### config.mk
export PLATFORM = sky130hd
export DESIGN_NAME = multi_slot_interval_timer_table
export DESIGN_NICKNAME = d
export VERILOG_FILES = /design/src/hw/rtl/msitt_pkg.sv /design/src/hw/rtl/msitt_rem.sv /design/src/hw/rtl/multi_slot_interval_timer_table.sv
export SDC_FILE = /design/constraint.sdc
export NUM_CORES = 2
export LEC_CHECK = 0
export BUFFER_PORTS_ARGS = -buffer_cell sky130_fd_sc_hd__buf_2
export CORE_MARGIN = 10
export CORE_UTILIZATION = 63
export DETAILED_ROUTE_END_ITERATION = 6
export GPL_ROUTABILITY_DRIVEN = 0
export PLACE_DENSITY = 0.8
export SLEW_MARGIN = 20
export SYNTH_ARGS = -nofsm -noshare
export SYNTH_HDL_FRONTEND = slang
export SYNTH_SLANG_ARGS = --single-unit
### constraint.sdc
create_clock -name clock -period 11.95 [get_ports clock]
set_input_delay 2.9875 -clock clock [delete_from_list [all_inputs] [get_ports clock]]
set_output_delay 2.9875 -clock clock [all_outputs]
set_load 0.1 [all_outputs]
### src/hw/rtl/msitt_pkg.sv
`default_nettype none
package msitt_pkg;

   localparam int SLOTS_DEFAULT = 16;
   localparam int TIME_BITS = 32;
   localparam int RUN_BITS = 16;

   // operation codes
   localparam logic [3:0] FUNC_TICK    = 4'd0;
   localparam logic [3:0] FUNC_ALLOC   = 4'd1;
   localparam logic [3:0] FUNC_CHANGE  = 4'd2;
   localparam logic [3:0] FUNC_DELETE  = 4'd3;
   localparam logic [3:0] FUNC_RESTART = 4'd4;
   localparam logic [3:0] FUNC_ENABLE  = 4'd5;
   localparam logic [3:0] FUNC_DISABLE = 4'd6;
   localparam logic [3:0] FUNC_TOGGLE  = 4'd7;
   localparam logic [3:0] FUNC_ENA_ALL = 4'd8;
   localparam logic [3:0] FUNC_DIS_ALL = 4'd9;
   localparam logic [3:0] FUNC_QUERY   = 4'd10;

   localparam logic KIND_TICK  = 1'b0;
   localparam logic KIND_REPLY = 1'b1;

   typedef struct packed {
      logic [3:0]  func;
      logic [31:0] now_ms;
      logic [3:0]  slot;
      logic [31:0] period_ms;
      logic [15:0] run_limit;
   } req_type;

   typedef struct packed {
      logic       kind;
      logic [3:0] slot_id;
      logic       fired;
      logic       freed;
      logic       ok;
      logic       slot_enabled;
      logic       slot_used;
      logic [4:0] used_count;
      logic       last;
   } rsp_type;

   // one timer entry as held in the slot memory
   typedef struct packed {
      logic [TIME_BITS-1:0] period;
      logic [TIME_BITS-1:0] start;
      logic [RUN_BITS-1:0]  limit;
      logic [RUN_BITS-1:0]  runs;
   } entry_type;

endpackage
`default_nettype wire

### src/hw/rtl/msitt_rem.sv
`default_nettype none
// Bit-serial restoring remainder: one dividend bit per cycle.
module msitt_rem (
   input  wire logic                            clock,
   input  wire logic                            reset,
   input  wire logic                            start,
   input  wire logic [msitt_pkg::TIME_BITS-1:0] dividend,
   input  wire logic [msitt_pkg::TIME_BITS-1:0] divisor,
   output logic                                 done,
   output logic [msitt_pkg::TIME_BITS-1:0]      rem
);
   localparam int T = msitt_pkg::TIME_BITS;
   localparam int CNTW = $clog2(T + 1);

   logic [CNTW-1:0] cnt_ff;
   logic            run_ff;
   logic            done_ff;
   logic [T:0]      rem_ff;
   logic [T-1:0]    dvd_ff;
   logic [T-1:0]    dvs_ff;
   logic [T:0]      trial;

   assign trial = {rem_ff[T-1:0], dvd_ff[T-1]};

   // shift in one bit, subtract when it fits
   always_ff @(posedge clock) begin
      if (reset) begin
         run_ff  <= 1'b0;
         done_ff <= 1'b0;
         cnt_ff  <= '0;
      end else begin
         done_ff <= 1'b0;
         if (start) begin
            run_ff <= 1'b1;
            cnt_ff <= CNTW'(T);
            rem_ff <= '0;
            dvd_ff <= dividend;
            dvs_ff <= divisor;
         end else if (run_ff) begin
            dvd_ff <= {dvd_ff[T-2:0], 1'b0};
            if (trial >= {1'b0, dvs_ff}) begin
               rem_ff <= trial - {1'b0, dvs_ff};
            end else begin
               rem_ff <= trial;
            end
            cnt_ff <= cnt_ff - 1'b1;
            if (cnt_ff == CNTW'(1)) begin
               run_ff  <= 1'b0;
               done_ff <= 1'b1;
            end
         end
      end
   end

   assign done = done_ff;
   assign rem  = rem_ff[T-1:0];
endmodule
`default_nettype wire

### src/hw/rtl/multi_slot_interval_timer_table.sv
// Operations other than tick pass S_OP and S_REPLY to the single reply word;
// change period on a used slot and restart on a slot in range also pass S_OPWB,
// which read-modify-writes the slot memory. Tick: a scan of all slots loads
// each used one and updates zero-period and due ones (due ones via the divider),
// then walks the slots up to the last firing one. busy stays high until done.
// Reports strobe once and cannot be stalled; reset frees slots, memory uncleared.
`default_nettype none
module multi_slot_interval_timer_table #(
   parameter int SLOTS = msitt_pkg::SLOTS_DEFAULT
) (
   input  wire logic               clock,
   input  wire logic               reset,
   input  wire logic               start,
   output logic                    busy,
   input  wire msitt_pkg::req_type req_word,
   output logic                    rsp_valid,
   output msitt_pkg::rsp_type      rsp_word
);
   localparam int T = msitt_pkg::TIME_BITS;
   localparam int R = msitt_pkg::RUN_BITS;
   localparam int SW = (SLOTS > 1) ? $clog2(SLOTS) : 1;
   localparam int IW = $clog2(SLOTS + 1);
   localparam int CW = $clog2(SLOTS + 1);

   typedef enum logic [3:0] {
      S_IDLE, S_TSCAN, S_TLOAD, S_TDIV, S_TUPD, S_TEMIT, S_OP, S_OPWB, S_REPLY
   } state_type;

   state_type           state_ff;
   msitt_pkg::req_type  req_ff;
   logic [IW-1:0]       idx_ff;
   logic [SLOTS-1:0]    used_ff;
   logic [SLOTS-1:0]    on_ff;
   logic [SLOTS-1:0]    lim0_ff;
   logic [SLOTS-1:0]    fire_ff;
   logic [SLOTS-1:0]    del_ff;
   logic [CW-1:0]       count_ff;
   logic                alloc_ok_ff;
   logic [SW-1:0]       alloc_id_ff;
   msitt_pkg::entry_type ent_ff;
   logic [T-1:0]        diff_ff;
   msitt_pkg::rsp_type  rsp_ff;
   logic                rsp_valid_ff;

   msitt_pkg::entry_type mem [SLOTS];
   msitt_pkg::entry_type rd_ff;
   msitt_pkg::entry_type wr_data;
   msitt_pkg::entry_type clear_ent;
   logic                 wr_en;
   logic [SW-1:0]        wr_addr;
   logic [SW-1:0]        rd_addr;

   logic [SW-1:0] idx_sel;
   logic [SW-1:0] slot_sel;
   logic          slot_ok;
   logic [T-1:0]  diff;
   logic          free_found;
   logic [SW-1:0] free_idx;
   logic          fire;
   logic          del;
   logic [R-1:0]  runs_n;
   logic          lim_zero;
   logic [SLOTS-1:0] hi_mask;
   logic          div_start;
   logic          div_done;
   logic [T-1:0]  div_rem;

   assign idx_sel  = idx_ff[SW-1:0];
   assign slot_sel = SW'(req_ff.slot);
   assign slot_ok  = (int'(req_ff.slot) < SLOTS);
   assign diff     = req_ff.now_ms[T-1:0] - rd_ff.start;
   assign clear_ent = '{period: '0, start: req_ff.now_ms[T-1:0], limit: '0, runs: '0};

   // lowest free slot
   always_comb begin
      free_found = 1'b0;
      free_idx   = '0;
      for (int j = SLOTS - 1; j >= 0; j--) begin
         if (!used_ff[j]) begin
            free_found = 1'b1;
            free_idx   = SW'(j);
         end
      end
   end

   // run accounting of the slot under update
   always_comb begin
      lim_zero = (ent_ff.limit == '0);
      fire     = on_ff[idx_sel] && (lim_zero || (ent_ff.runs < ent_ff.limit));
      runs_n   = (fire && !lim_zero) ? ent_ff.runs + 1'b1 : ent_ff.runs;
      del      = fire && !lim_zero && (runs_n >= ent_ff.limit);
   end

   // slots above the emit pointer
   always_comb begin
      for (int j = 0; j < SLOTS; j++) begin
         hi_mask[j] = (IW'(j) > idx_ff);
      end
   end

   assign div_start = (state_ff == S_TLOAD) && (rd_ff.period != '0) && (diff >= rd_ff.period);

   msitt_rem u_rem (
      .clock    (clock),
      .reset    (reset),
      .start    (div_start),
      .dividend (diff),
      .divisor  (rd_ff.period),
      .done     (div_done),
      .rem      (div_rem)
   );

   // memory port control
   always_comb begin
      wr_en   = 1'b0;
      wr_addr = slot_sel;
      wr_data = clear_ent;
      rd_addr = (state_ff == S_TSCAN) ? idx_sel : slot_sel;
      unique case (state_ff)
         S_TUPD: begin
            wr_en   = 1'b1;
            wr_addr = idx_sel;
            wr_data = del ? clear_ent : '{period: ent_ff.period, start: ent_ff.start,
                                          limit: ent_ff.limit, runs: runs_n};
         end
         S_OP: begin
            if (req_ff.func == msitt_pkg::FUNC_ALLOC) begin
               wr_en   = free_found;
               wr_addr = free_idx;
               wr_data = '{period: req_ff.period_ms[T-1:0], start: req_ff.now_ms[T-1:0],
                           limit: req_ff.run_limit[R-1:0], runs: '0};
            end else if (req_ff.func == msitt_pkg::FUNC_DELETE) begin
               wr_en = slot_ok && used_ff[slot_sel];
            end
         end
         S_OPWB: begin
            wr_en   = 1'b1;
            wr_data = rd_ff;
            wr_data.start = req_ff.now_ms[T-1:0];
            if (req_ff.func == msitt_pkg::FUNC_CHANGE) begin
               wr_data.period = req_ff.period_ms[T-1:0];
            end
         end
         default: begin
         end
      endcase
   end

   // slot memory, registered read
   always_ff @(posedge clock) begin
      if (wr_en) begin
         mem[wr_addr] <= wr_data;
      end
      rd_ff <= mem[rd_addr];
   end

   // sequencer
   always_ff @(posedge clock) begin
      if (reset) begin
         state_ff     <= S_IDLE;
         used_ff      <= '0;
         on_ff        <= '0;
         lim0_ff      <= '1;
         fire_ff      <= '0;
         del_ff       <= '0;
         count_ff     <= '0;
         idx_ff       <= '0;
         rsp_valid_ff <= 1'b0;
         alloc_ok_ff  <= 1'b0;
         alloc_id_ff  <= '0;
      end else begin
         rsp_valid_ff <= 1'b0;
         unique case (state_ff)
            S_IDLE: begin
               if (start) begin
                  req_ff <= req_word;
                  idx_ff <= '0;
                  if (req_word.func == msitt_pkg::FUNC_TICK) begin
                     fire_ff  <= '0;
                     del_ff   <= '0;
                     state_ff <= S_TSCAN;
                  end else begin
                     state_ff <= S_OP;
                  end
               end
            end
            S_TSCAN: begin
               if (idx_ff == IW'(SLOTS)) begin
                  idx_ff   <= '0;
                  state_ff <= S_TEMIT;
               end else if (!used_ff[idx_sel]) begin
                  idx_ff <= idx_ff + 1'b1;
               end else begin
                  state_ff <= S_TLOAD;
               end
            end
            S_TLOAD: begin
               diff_ff <= diff;
               if (rd_ff.period == '0) begin
                  ent_ff   <= '{period: rd_ff.period, start: req_ff.now_ms[T-1:0],
                                limit: rd_ff.limit, runs: rd_ff.runs};
                  state_ff <= S_TUPD;
               end else if (diff >= rd_ff.period) begin
                  ent_ff   <= rd_ff;
                  state_ff <= S_TDIV;
               end else begin
                  idx_ff   <= idx_ff + 1'b1;
                  state_ff <= S_TSCAN;
               end
            end
            S_TDIV: begin
               if (div_done) begin
                  ent_ff.start <= ent_ff.start + (diff_ff - div_rem);
                  state_ff     <= S_TUPD;
               end
            end
            S_TUPD: begin
               fire_ff[idx_sel] <= fire;
               del_ff[idx_sel]  <= del;
               if (del) begin
                  used_ff[idx_sel] <= 1'b0;
                  on_ff[idx_sel]   <= 1'b0;
                  lim0_ff[idx_sel] <= 1'b1;
                  count_ff         <= count_ff - 1'b1;
               end
               idx_ff   <= idx_ff + 1'b1;
               state_ff <= S_TSCAN;
            end
            S_TEMIT: begin
               rsp_ff.kind       <= msitt_pkg::KIND_TICK;
               rsp_ff.used_count <= 5'(count_ff);
               if (fire_ff == '0) begin
                  rsp_ff.slot_id      <= '0;
                  rsp_ff.fired        <= 1'b0;
                  rsp_ff.freed        <= 1'b0;
                  rsp_ff.ok           <= 1'b0;
                  rsp_ff.slot_enabled <= 1'b0;
                  rsp_ff.slot_used    <= 1'b0;
                  rsp_ff.last         <= 1'b1;
                  rsp_valid_ff        <= 1'b1;
                  state_ff            <= S_IDLE;
               end else begin
                  if (fire_ff[idx_sel]) begin
                     rsp_ff.slot_id      <= 4'(idx_sel);
                     rsp_ff.fired        <= 1'b1;
                     rsp_ff.freed        <= del_ff[idx_sel];
                     rsp_ff.ok           <= 1'b1;
                     rsp_ff.slot_enabled <= 1'b1;
                     rsp_ff.slot_used    <= !del_ff[idx_sel];
                     rsp_ff.last         <= ((fire_ff & hi_mask) == '0);
                     rsp_valid_ff        <= 1'b1;
                     if ((fire_ff & hi_mask) == '0) begin
                        state_ff <= S_IDLE;
                     end
                  end
                  idx_ff <= idx_ff + 1'b1;
               end
            end
            S_OP: begin
               state_ff <= S_REPLY;
               priority case (req_ff.func)
                  msitt_pkg::FUNC_ALLOC: begin
                     alloc_ok_ff <= free_found;
                     alloc_id_ff <= free_idx;
                     if (free_found) begin
                        used_ff[free_idx] <= 1'b1;
                        on_ff[free_idx]   <= 1'b1;
                        lim0_ff[free_idx] <= (req_ff.run_limit[R-1:0] == '0);
                        count_ff          <= count_ff + 1'b1;
                     end
                  end
                  msitt_pkg::FUNC_ENA_ALL: on_ff <= on_ff | (used_ff & lim0_ff);
                  msitt_pkg::FUNC_DIS_ALL: on_ff <= on_ff & ~(used_ff & lim0_ff);
                  default: begin
                     if (slot_ok) begin
                        priority case (req_ff.func)
                           msitt_pkg::FUNC_CHANGE: begin
                              if (used_ff[slot_sel]) begin
                                 state_ff <= S_OPWB;
                              end
                           end
                           msitt_pkg::FUNC_DELETE: begin
                              if (used_ff[slot_sel]) begin
                                 used_ff[slot_sel] <= 1'b0;
                                 on_ff[slot_sel]   <= 1'b0;
                                 lim0_ff[slot_sel] <= 1'b1;
                                 count_ff          <= count_ff - 1'b1;
                              end
                           end
                           msitt_pkg::FUNC_RESTART: state_ff <= S_OPWB;
                           msitt_pkg::FUNC_ENABLE:  on_ff[slot_sel] <= 1'b1;
                           msitt_pkg::FUNC_DISABLE: on_ff[slot_sel] <= 1'b0;
                           msitt_pkg::FUNC_TOGGLE:  on_ff[slot_sel] <= !on_ff[slot_sel];
                           default: begin
                           end
                        endcase
                     end
                  end
               endcase
            end
            S_OPWB: begin
               state_ff <= S_REPLY;
            end
            S_REPLY: begin
               rsp_ff.kind       <= msitt_pkg::KIND_REPLY;
               rsp_ff.fired      <= 1'b0;
               rsp_ff.freed      <= 1'b0;
               rsp_ff.used_count <= 5'(count_ff);
               rsp_ff.last       <= 1'b1;
               rsp_valid_ff      <= 1'b1;
               state_ff          <= S_IDLE;
               if (req_ff.func == msitt_pkg::FUNC_ALLOC) begin
                  rsp_ff.slot_id      <= alloc_ok_ff ? 4'(alloc_id_ff) : 4'd0;
                  rsp_ff.ok           <= alloc_ok_ff;
                  rsp_ff.slot_enabled <= alloc_ok_ff;
                  rsp_ff.slot_used    <= alloc_ok_ff;
               end else if (req_ff.func == msitt_pkg::FUNC_ENA_ALL ||
                            req_ff.func == msitt_pkg::FUNC_DIS_ALL) begin
                  rsp_ff.slot_id      <= '0;
                  rsp_ff.ok           <= 1'b1;
                  rsp_ff.slot_enabled <= 1'b0;
                  rsp_ff.slot_used    <= 1'b0;
               end else if (req_ff.func <= msitt_pkg::FUNC_QUERY) begin
                  rsp_ff.slot_id      <= req_ff.slot;
                  rsp_ff.ok           <= slot_ok && used_ff[slot_sel];
                  rsp_ff.slot_enabled <= slot_ok && on_ff[slot_sel];
                  rsp_ff.slot_used    <= slot_ok && used_ff[slot_sel];
               end else begin
                  rsp_ff.slot_id      <= '0;
                  rsp_ff.ok           <= 1'b0;
                  rsp_ff.slot_enabled <= 1'b0;
                  rsp_ff.slot_used    <= 1'b0;
               end
            end
            default: state_ff <= S_IDLE;
         endcase
      end
   end

   assign busy      = (state_ff != S_IDLE);
   assign rsp_valid = rsp_valid_ff;
   assign rsp_word  = rsp_ff;
endmodule
`default_nettype wire

==> impl_metrics.toml <==
[pwr]
power.density_nw_per_um2 = 227.7
p_leak_nw = 33.60
report.power.total_mw = 22.27
ir_drop_uv = 202.8

[die]
fp.dieH_um = 394.3
pin_count = 109
row_count = 137
dieArea_um2 = 155500
start_util = 0.6334
die_x_um = 394.3
core_um2 = 139400

[placed_design]
io_buffers = 108
pre_cts_ws_ps = 4787
dp_hpwl_mm = 131.7

[route]
vias = 54147
drt_first_iter_violations = 8531
routed_wl_mm = 235.7
vias_per_cell = 6.940
post_drt_wl_per_cell_um = 30.22
drtPass1Iterations = 7
ant_nets = 0
drc = 9

[grt]
grt_max_degree = 167
grt_pass1_vias = 54277
grt-ovfl-total = 0
grt_pass1_wl_mm = 352.0
antenna_found_initial = 9
track_usage = 0.3001

[timing]
finClkSkew_ps = 49.61
hold_violations = 0
finalWorstSetupSlack_ps = 4444
rsz0062_at_grt = "false"
period_needed_ps = 7506
relSlewSlack = 0.1545
worstMarginPinSlew_ps = 1259
period_share = 0.6281
setup_viol = 0
fmax_ghz = 0.1332
maxSlewViolCount = 0
finalSetupTns_ps = 0

[clock_network]
clk_pin_slew_ps = 60
cts_buffers = 195
max-clock-path-buffers = 3
cts_root_buffer = "clkbuf_16"
h-tree-depth = 4
clk-insertion-delay-late_ps = 860
cts.hold.buffers_added = 0
cts_tree = "yes"
cts_setup_buffers = 0
cts.sinks = 2068
ctsResizeCount = 0

[worst_setup_path]
crit_path_end_kind = "flop"
path_max_fanout = 45
critPathRequiredTime_ps = 12480
cp-start-kind = "flop"
arrival_ps = 8040
crit_type = "flop to flop"

[status]
status = "complete, but fails checks"
violations = "DRC"

[logic_synthesis]
ys_warn_count = 0
synth-edff-count = 1864
yosysSeqAreaShare = 0.6804
postSynthCellCount = 5637
synthArstFlopShare = 0
syn-num-nets = 5928
synth_ff_type = "edfxtp_1"
syn_area_um2 = 88270
syn_avg_cell_area_um2 = 15.66
ys_seq_elements = 2068
ys_types = 86

[worst_hold_path]
hold_path_class = "flop to flop"

[layout]
final_nets = 6040
drive_above_1_share = 0.1729
syn_to_final_growth_pct = 10.81

[flow_run]
drv_cap = 0
-- per-layer routing --
layer / up-vias / routed length, um / global-route usage
met2: 4204 / 111100 / 0.4708
met4: 6 / 10630 / 0.1246
met5: - / 54 / 0
met3: 754 / 30790 / 0.07392
li1: 22236 / - / -
met1: 26947 / 83190 / 0.4049
-- critical path, cell delays in order, from the launching register on --
cell and delay (ps):
dfxtp_1 870, mux4_2 360, and2_1 130, a211oi_1 50, a31oi_1 590, nand2_1 230, a211oi_4 420, and3_1 430
nand4_1 180, xnor2_1 260, ha_1 310, and3_1 210, a2111oi_0 480, a21oi_1 180, or2_2 350, a21oi_4 160
buf_4 470, buf_4 860, mux2_2 550
-- cells by family after synthesis --
group,share of synthesized area
multiplexers,0.1135
buffers and inverters,0.02795
adder cells (fa/ha/maj),0.03115
AND/OR/NAND/NOR,0.05943
flip-flops,0.6804
XOR/XNOR,0.01062
AO/OA/AOI/OAI,0.07694
-- where the power goes --
part | internal, mW | switching (mW)
logic | 2.32 | 3.81
registers | 9.09 | 0.661
clock network | 3.58 | 2.81
total | 15.0 | 7.28
-- worst paths after layout --
kind	start	to	slack [ps]	depth (start not counted)
worst max-delay path	idx_ff[0]	mem[13][38]	4440	18
worst max register to register	idx_ff[0]	mem[13][38]	4440	18
worst min-delay path	rd_ff[23]	ent_ff[23]	440	0
worst min register to register	rd_ff[23]	ent_ff[23]	440	0
-- state kept, by name (all words and copies together) (netlist names), 16 cells and up --
signal and cells:
u_rem.dvd_ff 32, used_ff 16, del_ff 16, req_ff 52, fire_ff 16, ent_ff 96
mem 1536, diff_ff 32, u_rem.dvs_ff 32, rd_ff 96, clear_ent 32, u_rem.rem_ff 32
lim0_ff 16, rsp_word 16, on_ff 16
-- layout make-up --
cell class                      instances  area [um^2]
Sequential cell                      2068        60060
Fill cell                            8311        41550
Multi-Input combinational cell       2943        26040
Clock buffer                          264         5441
Tap cell                             1876         2347
Timing Repair Buffer                  204         1414
Inverter                              337         1265
Clock inverter                        105         1235
Antenna cell                            5        12.51
-- metrics by stage --
stage	hold WS, ps	area, um^2	instances	utilization
floorplan	408.1	88270	5637	-
global placement	417.8	91080	7426	0.6536
detailed placement	424.3	91120	7428	0.6538
CTS	439.9	97800	7797	0.7018
global route	451.2	97800	7797	0.7018
finish	440.4	97810	7802	0.7019
-- cell usage after synthesis (35+ instances only) --
master | number | area share
mux4_2 | 413 | 0.11
a222oi_1 | 48 | 0.0054
inv_1 | 336 | 0.014
a211oi_1 | 133 | 0.011
nand2_1 | 510 | 0.022
nor2_1 | 230 | 0.0098
edfxtp_1 | 1864 | 0.63
dfxtp_1 | 204 | 0.046
nand3_1 | 53 | 0.0030
a21oi_1 | 201 | 0.011
and2_1 | 109 | 0.0077
nor3_1 | 48 | 0.0027
mux2i_1 | 35 | 0.0040
o21ai_0 | 191 | 0.011
ha_1 | 167 | 0.024
buf_2 | 64 | 0.0036
a22oi_1 | 38 | 0.0032
a31oi_1 | 116 | 0.0082
a21o_1 | 61 | 0.0052
xnor2_1 | 74 | 0.0073
clkbuf_1 | 192 | 0.0082
-- layout by cell type (no fill, tap or decap), drive strengths merged, types with 22 or more instances in the layout --
cell type and n:
edfxtp 1864, nand2 510, mux4 413, inv 341
clkbuf 264, nor2 232, dfxtp 204, buf 204
a21oi 202, o21ai 198, ha 167, a211oi 136
a31oi 116, and2 115, xnor2 74, clkinv 73
a21o 61, nand3 53, nor3 49, a222oi 48
a22oi 38, mux2i 35, xor2 33, fa 33
mux2 33, nand4 30, nor4 28, nand2b 27
nor2b 25, and3 23, o211ai 22
No activity file was read; power rests on OpenSTA's default activity.
